$ cat config.mk
export PLATFORM = sky130hd
export DESIGN_NAME = swcs_ctrl
export DESIGN_NICKNAME = d
export VERILOG_FILES = /design/src/swcs_pkg.sv /design/src/swcs_ctrl.sv
export SDC_FILE = /design/constraint.sdc
export NUM_CORES = 1
export LEC_CHECK = 0
export ABC_AREA = 1
export ABC_CLOCK_PERIOD_IN_PS = 1500
export BUFFER_PORTS_ARGS = -buffer_cell sky130_fd_sc_hd__buf_4
export CAP_MARGIN = 40
export CORE_AREA = 5 5 42 44
export CTS_BUF_LIST = sky130_fd_sc_hd__clkbuf_8
export DETAILED_ROUTE_END_ITERATION = 7
export DIE_AREA = 0 0 47 49
export PLACE_DENSITY = 0.62
export SLEW_MARGIN = 30
export SYNTH_ARGS = -nofsm -noshare
export SYNTH_HDL_FRONTEND = slang
export SYNTH_SLANG_ARGS = --single-unit
export TNS_END_PERCENT = 5
$ cat constraint.sdc
create_clock -name clk -period 1.5 [get_ports clk]
set_clock_uncertainty 0.2 [all_clocks]
set_input_delay 0.45 -clock clk [delete_from_list [all_inputs] [get_ports clk]]
set_output_delay 0.45 -clock clk [all_outputs]
set_load 0.005 [all_outputs]
$ cat src/swcs_pkg.sv
// Shared constants, register codes and control structs for the chi-square monitor.
`timescale 1ns / 1ps

package swcs_pkg;

  localparam int WINDOW_MAX_DEF = 4096;
  localparam int BINS_DEF       = 100;

  localparam int SAMPLE_W   = 7;
  localparam int WIN_W      = 13;
  localparam int THR_W      = 19;
  localparam int CHI_W      = 19;
  localparam int CFG_IDX_W  = 1;
  localparam int CFG_DATA_W = 19;

  localparam logic [WIN_W-1:0] WIN_RESET = 13'd1000;
  localparam logic [THR_W-1:0] THR_RESET = 19'd124;

  localparam logic [CFG_IDX_W-1:0] REG_WINDOW_LEN = 1'b0;
  localparam logic [CFG_IDX_W-1:0] REG_THRESHOLD  = 1'b1;

  typedef struct packed {
    logic latch;
    logic mul;
    logic div_step;
    logic chi;
    logic emit;
    logic rm_rd;
    logic rm_wr;
    logic add_rd;
    logic add_wr;
  } swcs_cmd_t;

  typedef struct packed {
    logic sample_ok;
    logic full;
    logic div_last;
    logic out_free;
  } swcs_status_t;

endpackage

$ cat src/swcs_ctrl.sv
// Controller state machine sequencing fill, divide, emit and histogram update.
`timescale 1ns / 1ps

module swcs_ctrl
  import swcs_pkg::*;
(
  input  logic         clk,
  input  logic         rst,
  input  logic         in_valid,
  input  swcs_status_t status,
  output swcs_cmd_t    cmd,
  output logic         in_stall,
  output logic         cfg_ready
);

  localparam logic [3:0] S_IDLE   = 4'd0;
  localparam logic [3:0] S_MUL    = 4'd1;
  localparam logic [3:0] S_DIV    = 4'd2;
  localparam logic [3:0] S_CHI    = 4'd3;
  localparam logic [3:0] S_EMIT   = 4'd4;
  localparam logic [3:0] S_RM_RD  = 4'd5;
  localparam logic [3:0] S_RM_WR  = 4'd6;
  localparam logic [3:0] S_ADD_RD = 4'd7;
  localparam logic [3:0] S_ADD_WR = 4'd8;

  logic [3:0] state;
  logic [3:0] state_next;

  always_comb begin
    state_next = state;
    unique case (state)
      S_IDLE: begin
        if (in_valid && status.sample_ok) begin
          state_next = status.full ? S_MUL : S_ADD_RD;
        end
      end
      S_MUL:    state_next = S_DIV;
      S_DIV:    if (status.div_last) state_next = S_CHI;
      S_CHI:    state_next = S_EMIT;
      S_EMIT:   if (status.out_free) state_next = S_RM_RD;
      S_RM_RD:  state_next = S_RM_WR;
      S_RM_WR:  state_next = S_ADD_RD;
      S_ADD_RD: state_next = S_ADD_WR;
      S_ADD_WR: state_next = S_IDLE;
      default:  state_next = S_IDLE;
    endcase
  end

  always_ff @(posedge clk) begin
    if (rst) begin
      state <= S_IDLE;
    end else begin
      state <= state_next;
    end
  end

  assign in_stall  = rst || (state != S_IDLE);
  assign cfg_ready = !rst && (state == S_IDLE) && !in_valid;

  always_comb begin
    cmd          = '0;
    cmd.latch    = (state == S_IDLE) && in_valid;
    cmd.mul      = (state == S_MUL);
    cmd.div_step = (state == S_DIV);
    cmd.chi      = (state == S_CHI);
    cmd.emit     = (state == S_EMIT) && status.out_free;
    cmd.rm_rd    = (state == S_RM_RD);
    cmd.rm_wr    = (state == S_RM_WR);
    cmd.add_rd   = (state == S_ADD_RD);
    cmd.add_wr   = (state == S_ADD_WR);
  end

endmodule

# Word level (Yosys, flattened, before mapping)
# Index checks and enable logic that the tools add are counted.
totals:
  ff_bits: 4
  output_inout_bits: 11
op_classes:
  eq_ne: 11
  muxes: 5
  n_reduce_logical: 11
ops:
  columns: ["operator", "count"]
  rows:
  - ["4-bit case mux with 8 select lines", 1]
  - ["4-bit by 3-bit equality test with 1-bit output (second input constant)", 4]
  - ["4-bit two-way mux", 3]
  - ["4-bit by 2-bit equality test with 1-bit output (second input constant)", 2]
  - ["2-bit != test (second input constant)", 3]
  - ["1-bit logical AND", 5]
  - ["4-bit by 1-bit equality test with 1-bit output (second input constant)", 1]
  - ["4-bit equality test (second input constant)", 1]
  - ["4-bit logical NOT", 1]
  - ["4-bit nonzero test", 1]
  - ["3-bit two-way mux", 1]
  - ["3-bit AND reduction", 1]
  - ["1-bit logical NOT", 2]
  - ["1-bit logical OR", 1]

# Longest topological paths before layout
# Gate-level depths: netlist of the first run.
logic_depth:
  depth_word: 3
  ltp_mapped: 7

# Worst setup path after synthesis of the first run
# No wires, ideal clock.
synth_path:
  kind: "register to output"
  start: "register state[3]"
  end: "output cfg_ready"
  arrival_time_ps: 993
  t_required_ps: 850
  path_slack_ps: -143
  path_stages_with_launch: 7
  path_cell_list: "dfxtp_1 nor2_2 inv_2 nor2_1 inv_1 or2_4 nor2_2"
synth_between:
  elab_chain_len: 3
synth_rtl:
  columns: ["element", "line", "source"]
  rows:
  - ["start, declared", "swcs_ctrl.sv:26", "logic [3:0] state;"]
  - ["start signal, assigned", "swcs_ctrl.sv:53", "state <= state_next;"]
  - ["4-bit logical NOT", "swcs_ctrl.sv:58", "assign cfg_ready = !rst && (state == S_IDLE) && !in_valid;"]
  - ["1-bit logical AND (2 in a row)", "swcs_ctrl.sv:58", null]
  - ["end, declared", "swcs_ctrl.sv:13", "output logic cfg_ready"]
# Every way passes these cells.

# Worst setup path after layout of the first run
layout_path:
  start: "register state[1]"
  end: "output cfg_ready"
# Same word-level chain as after synthesis.

==> results of run 1 <==
==> power by group through the flow <==
| stage | clock, mW | sequential [mW] | combinational [mW] |
|---|---|---|---|
| finish | 0.229 | 0.187 | 0.829 |
| CTS | 0.236 | 0.186 | 0.792 |
| global route | 0.246 | 0.192 | 0.915 |
| global placement | 0 | 0.183 | 0.714 |
| floorplan | 0 | 0.191 | 0.356 |
| detailed placement | 0 | 0.182 | 0.726 |
==> through the flow <==
step | power [mW] | utilization [%] | setup TNS [ns] | instance area [µm²] | worst slack (ns)
after floorplan | 0.547 | - | -0.147 | 330 | -0.118
after global placement | 0.897 | 39.5 | -0.749 | 553 | -0.177
after detailed placement | 0.908 | 39.5 | -0.862 | 553 | -0.205
after CTS | 1.21 | 44.9 | -2.85 | 629 | -0.427
after global routing | 1.35 | 46.3 | -3.42 | 648 | -0.493
final | 1.24 | 46.3 | -2.68 | 648 | -0.407
==> synthesized netlist by cell type, drive strengths merged <==
library cell / count / area (µm²)
a21boi: 1 / 7.51
a21oi: 1 / 5.00
dfxtp: 4 / 80.1
inv: 18 / 67.6
nand2: 11 / 41.3
nand3: 6 / 30.0
nor2: 11 / 53.8
nor3: 6 / 30.0
or2: 1 / 8.76
==> cell families after synthesis <==
family / count (synthesis) / synth area share (%)
and+or+nand+nor: 35 / 50.6
buffers and inverters: 18 / 20.9
DFF: 4 / 24.7
AOI/OAI and AO/OA: 2 / 3.86
==> per-layer routing <==
metal,wire length (µm),part of all wire (%),up-vias
met5,0,0,-
met4,24,2.4,0
met3,97,9.8,3
met2,470,48,18
met1,394,40,199
li1,-,-,236
==> what timing repair did <==
action,4_1_cts,5_1_grt
setup buffers,1,0
hold endpoints to repair,0,0
hold buffers,0,0
endpoints found under the setup margin,11,13
gates resized for setup,11,8
pin swaps,2,0
==> worst register-to-register path: stages (launching register included) <==
cell     delay, ns
dfxtp_2       0.33
nor2_4        0.11
buf_4         0.11
buf_6         0.10
nand3_1       0.12
nand2_1       0.08
inv_1         0.04
a21oi_1       0.12
nor2_1        0.06
==> area by class of cell <==
type | count | area share, %
Clock buffer | 3 | 6.37
Inverter | 18 | 10.4
Multi-Input combinational cell | 37 | 33.0
Sequential cell | 4 | 13.5
Tap cell | 16 | 3.09
Timing Repair Buffer | 28 | 33.6
==> worst max-delay path by stage <==
stage	endpoint	slack, ns	start
after floorplan	cfg_ready	-0.12	state[1]$_SDFFE_PP0P_
after global placement	cfg_ready	-0.18	state[3]$_SDFFE_PP0P_
after detailed placement	cfg_ready	-0.20	state[3]$_SDFFE_PP0P_
after CTS	cfg_ready	-0.43	state[1]$_SDFFE_PP0P_
after global routing	cfg_ready	-0.49	state[1]$_SDFFE_PP0P_
final	cfg_ready	-0.41	state[1]$_SDFFE_PP0P_
==> key figures, run 1 <==
Global route
  – GR Util met3: 2.58%
  – Grt total ovfl: 0
  – Met1 usage: 10.8%
  – Vias in the first global route: 403
  – Initial antenna violation count: 0
  – Aggregate global-route resource usage: 9.30%
  – First-pass GRT wire length: 1.51 mm
  – Met2 Usage GRT: 13.1%
  – Pin count of the biggest net entering global routing: 6
  – GR peak layer: met2

Synth
  – Seq cells post-synth: 4
  – Syn_nets: 66
  – Synth Warn #: 0
  – Mapped Avg Cell Area: 5.49 µm²
  – Syn Std Cell Area: 324 µm²
  – Cells after Synth: 59
  – Count of different cell masters after synthesis: 12
  – Register area share after synthesis: 24.7%

Routing
  – DRC Markers: 0
  – DRT antenna net count: 0
  – DR WL/cell: 9.31 µm
  – Via Count: 456
  – Via density per instance: 4.30
  – Drt total wl: 987 µm
  – Initial DRC count: 8
  – First-pass DRT Iterations: 4

Finish
  – Area of the multi-input gates: 214 µm²
  – Biggest register: state
  – Commonest non-fill, non-tap cell in the layout: buf_4
  – Proportion of layout cells with a drive suffix above 1: 58.9%
  – Most frequent cells in the layout: 26 x buf_4, 14 x inv_1, 9 x nand2_1, 6 x nor2_2, 6 x nand3_1
  – Filler cells: 162
  – Nets: 99
  – Sequential Area: 87.6 µm²
  – Post-route insts no fill: 106
  – Area grow syn2layout: 100%
  – Antenna Cells: 0
  – Max FFs per register: 4
  – Top Registers: state: 4 flops

Place
  – Port-buffer cells: 17
  – Placed insts: 102
  – Final GP Congestion: 0.745
  – Hpwl dp: 799 µm

Worst setup path
  – Critical path class: reg -> out
  – Critical Path Max Stage Delay: 0.32 ns
  – Critical path depth: 7
  – Slowest cell on the critical path: dfxtp_2
  – CP delay by family, top: simple AND/OR/NAND/NOR gates
  – R2R Path Start: state[2]$_SDFFE_PP0P_
  – Reg2Reg Depth: 8
  – Worst-path fanout max: 2
  – Arrival @ worst endpoint: 1.26 ns
  – Req. time, crit path: 0.85 ns
  – Worst r2r dst: state[2]$_SDFFE_PP0P_
  – Worst Setup End Kind: output port
  – Buf/Inv on CP: 3
  – Worst setup SP type: flip-flop
  – Cell Chain, Critical Path: nor2_4, inv_2, nor2_2, inv_1, or2_4, nor2_2, buf_4
  – R2R Setup Slk: 0.12 ns
  – CP most frequent cell: nor2_2

STA
  – Final Setup Violations: 11
  – WHS: 0.304 ns
  – Period minus WS final: 1.91 ns
  – Final period utilization: 127%
  – Count of pins over their slew limit: 0
  – PnR worst setup slack: -0.407 ns
  – Top achievable clock speed: 524 MHz
  – Worst Tran Pin Value: 0.169 ns
  – Final Hold Vio Count: 0
  – Max-slew headroom: 88.6%
  – Unrepaired setup endpoints after global routing: true

Floorplanning
  – Initial Util: 23.1%
  – Io pins: 18
  – Full die area: 2300 µm²
  – Die height: 49 µm
  – Die W: 47 µm
  – # rows: 14
  – Core Region: 1400 µm²

Flow run
  – Max-Cap Viols: 0

Clocking
  – TritonCTS clock tree: yes
  – Max clock buf depth: 2
  – H-tree levels: 1
  – Worst-Skew Late Latency: 0.22 ns
  – Num Clock Sinks: 4
  – CTS buffer count: 3
  – Clock root cell: clkbuf_8
  – Clock-pin slew on the worst setup and hold paths: 0.03 ns

Power and ir drop
  – Power per cell area: 1920 nW/µm²
  – Gate power share: 66.6%
  – Cell Int Power: 0.750 mW
  – Clk pwr share: 18.4%
  – Pleak: 0.383 nW
  – Sequential power share: 15.0%
  – Switching Fraction: 39.7%
  – Switching power: 0.495 mW
  – Worst vdd ir: 0.992 mV

Run status
  – Status: finished with violations
  – Failing checks: setup timing

Hold path
  – Hold depth: 3
  – Hold EP: state[1]$_SDFFE_PP0P_
  – HP Start: rst
  – Hold Path Class: in -> reg
No activity file was read; power rests on OpenSTA's default activity.
==> run 2: changes to the inputs <==
- CORE_AREA: 5 5 42 44 -> 2 2 39 41
- DIE_AREA: 0 0 47 49 -> 0 0 41 43
- REMOVE_ABC_BUFFERS: unset -> 1
==> run 2 against run 1 <==
Net effect:
- the flow still finishes with violations (setup timing)
- critical endpoint unchanged
- fmax is essentially flat
- final cell count grew 3.8%
- highest routed layer unchanged
- combinational power grew 2.8%
- worst setup slack is essentially flat
- sequential cell count is the same
- non-clock buffer count grew 4
- hold slack gained 0.0012 ns
==> key figures, run 2 (synthesis gave the netlist of run 1 again) <==
Routing
  – DRC Markers: 0 (unchanged)
  – DR WL/cell: 8.70 µm (was 9.31 µm)
  – Via Count: 462 (was 456)
  – Via density per instance: 4.20 (was 4.30)
  – Initial DRC count: 5 (was 8)
  – First-pass DRT Iterations: 4 (unchanged)
  – Drt total wl: 957 µm (was 987 µm)
  – DRT antenna net count: 0 (unchanged)

Finish
  – Post-route standard cell area excluding fillers: 674 µm² (was 648 µm²)
  – Post-layout util: 48.7% (was 46.3%)
  – Top Registers: state: 4 flops (unchanged)
  – Proportion of layout cells with a drive suffix above 1: 57.4% (was 58.9%)
  – Commonest non-fill, non-tap cell in the layout: buf_4 (unchanged)
  – Area grow syn2layout: 108% (was 100%)
  – Nets: 103 (was 99)
  – Filler cells: 149 (was 162)
  – Biggest register: state (unchanged)
  – Most frequent cells in the layout: 31 x buf_4, 14 x inv_1, 10 x nand2_1, 6 x nand3_1, 5 x nor2_1 (was 26 x buf_4, 14 x inv_1, 9 x nand2_1, 6 x nor2_2, 6 x nand3_1)
  – Antenna Cells: 0 (unchanged)
  – Max FFs per register: 4 (unchanged)

Worst setup path
  – R2R Path Start: state[1]$_SDFFE_PP0P_ (was state[2]$_SDFFE_PP0P_)
  – Req. time, crit path: 0.85 ns (about the same)
  – Worst-path fanout max: 3 (was 2)
  – Critical Path Max Stage Delay: 0.33 ns (was 0.32 ns)
  – Worst Setup End Kind: output port (unchanged)
  – Critical path class: reg -> out (unchanged)
  – Slowest cell on the critical path: dfxtp_2 (unchanged)
  – Buf/Inv on CP: 3 (unchanged)
  – Arrival @ worst endpoint: 1.26 ns (about the same)
  – R2R Setup Slk: 0.13 ns (was 0.12 ns)
  – Worst setup SP type: flip-flop (unchanged)
  – Cell Chain, Critical Path: nor2_4, inv_2, nor2_1, inv_1, or2_4, nor2_2, buf_4 (was nor2_4, inv_2, nor2_2, inv_1, or2_4, nor2_2, buf_4)
  – Critical path depth: 7 (unchanged)
  – Reg2Reg Depth: 8 (unchanged)
  – Worst r2r dst: state[2]$_SDFFE_PP0P_ (unchanged)
  – CP delay by family, top: simple AND/OR/NAND/NOR gates (unchanged)

STA
  – PnR worst setup slack: -0.407 ns (about the same)
  – Period minus WS final: 1.91 ns (about the same)
  – Unrepaired setup endpoints after global routing: true (unchanged)
  – Count of pins over their slew limit: 0 (unchanged)
  – Max-slew headroom: 85.7% (was 88.6%)
  – Final Hold Vio Count: 0 (unchanged)
  – Worst Tran Pin Value: 0.213 ns (was 0.169 ns)
  – Final Setup Violations: 11 (unchanged)
  – Final period utilization: 127% (about the same)
  – Top achievable clock speed: 524 MHz (about the same)

Clocking
  – H-tree levels: 1 (unchanged)
  – CTS buffer count: 3 (unchanged)
  – Worst-Skew Late Latency: 0.22 ns (about the same)
  – TritonCTS clock tree: yes (unchanged)
  – Max clock buf depth: 2 (unchanged)
  – Clock root cell: clkbuf_8 (unchanged)
  – Num Clock Sinks: 4 (unchanged)
  – CTS Hold Bufs: 0 (unchanged)
  – Clock-pin slew on the worst setup and hold paths: 0.03 ns (about the same)

Power and ir drop
  – Sequential power share: 14.8% (was 15.0%)
  – Gate power share: 66.7% (was 66.6%)
  – Worst vdd ir: 0.778 mV (was 0.992 mV)
  – Switching Fraction: 39.2% (was 39.7%)
  – Clk pwr share: 18.4% (about the same)
  – Pleak: 0.407 nW (was 0.383 nW)
  – Switching power: 0.500 mW (was 0.495 mW)
  – Power per cell area: 1890 nW/µm² (was 1920 nW/µm²)
  – Cell Int Power: 0.776 mW (was 0.750 mW)

Global route
  – Grt total ovfl: 0 (unchanged)
  – Met1 usage: 14.5% (was 10.8%)
  – Met2 Usage GRT: 19.4% (was 13.1%)
  – GR peak layer: met2 (unchanged)
  – Vias in the first global route: 402 (was 403)
  – Initial antenna violation count: 0 (unchanged)
  – GR Util met3: 3.66% (was 2.58%)
  – Aggregate global-route resource usage: 13.0% (was 9.30%)
  – First-pass GRT wire length: 1.48 mm (was 1.51 mm)
  – Pin count of the biggest net entering global routing: 6 (unchanged)

Hold path
  – Hold Path Class: in -> reg (unchanged)
  – Hold depth: 3 (unchanged)
  – HP Start: rst (unchanged)
  – Hold EP: state[0]$_SDFFE_PP0P_ (was state[1]$_SDFFE_PP0P_)

Floorplanning
  – Die W: 41 µm (was 47 µm)
  – Initial Util: 23.4% (was 23.1%)
  – Full die area: 1760 µm² (was 2300 µm²)
  – Io pins: 18 (unchanged)
  – Die height: 43 µm (was 49 µm)
  – Core Region: 1380 µm² (was 1400 µm²)
  – # rows: 14 (unchanged)

Place
  – Port-buffer cells: 17 (unchanged)
  – Final GP Congestion: 0.823 (was 0.745)
  – Hpwl dp: 783 µm (was 799 µm)
  – Area after DPL: 577 µm² (was 553 µm²)
  – Worst slack, placed: -0.175 ns (was -0.205 ns)

Run status
  – Failing checks: setup timing (unchanged)
  – Status: finished with violations (unchanged)

Flow run
  – Max-Cap Viols: 0 (unchanged)
## run 2: cell count changes in the layout (fill, tap and decap cells not counted), sizes merged
| cell | before | now |
|---|---|---|
| buf | 28 | 32 |
## run 2: power by group through the flow
| stage | logic, mW | registers (mW) | clock network [mW] |
|---|---|---|---|
| after global routing | 0.932 | 0.194 | 0.253 |
| after floorplan | 0.352 | 0.185 | 0 |
| after global placement | 0.737 | 0.177 | 0 |
| final | 0.852 | 0.189 | 0.235 |
| after CTS | 0.838 | 0.188 | 0.243 |
| after detailed placement | 0.741 | 0.177 | 0 |
## run 2: worst max-delay path by stage
stage	start	endpoint	slack, ns
final	state[2]$_SDFFE_PP0P_	cfg_ready	-0.41
after global routing	state[0]$_SDFFE_PP0P_	cfg_ready	-0.47
after CTS	state[2]$_SDFFE_PP0P_	cfg_ready	-0.41
after detailed placement	state[0]$_SDFFE_PP0P_	cfg_ready	-0.17
after global placement	state[0]$_SDFFE_PP0P_	cfg_ready	-0.18
after floorplan	state[3]$_SDFFE_PP0P_	cfg_ready	-0.14
## run 2: layout make-up
cell class / instances / area (µm²) / share of cell area, %
clock buffers: 3 / 41.3 / 6.12
inverters: 18 / 67.6 / 10.0
multi-input cells: 37 / 216 / 32.1
flip-flops and latches: 4 / 85.1 / 12.6
well taps: 16 / 20.0 / 2.97
repair buffers: 32 / 244 / 36.2
## run 2: through the flow
step	setup TNS, ns	instances	power, mW	hold WS, ns
floorplan	-0.196	59	0.537	0.322
global placement	-0.953	106	0.914	0.509
detailed placement	-0.999	106	0.918	0.508
CTS	-2.94	110	1.27	0.303
global route	-3.54	110	1.38	0.326
finish	-2.83	110	1.28	0.305
## run 2: worst min-delay path, delay by kind of cell
kind          cells  cell delay (ns)
buf+inv           2             0.19
simple gates      1             0.04
## run 2: metal layers
layer | up-vias | routed length, µm
met5 | - | 0
met4 | 0 | 23
li1 | 247 | -
met3 | 2 | 41
met2 | 11 | 480
met1 | 202 | 412
## run 2: repair_timing
item	CTS	global route
pin swaps	4	1
resized for setup	15	3
setup buffers	1	0
setup endpoints to repair	11	12
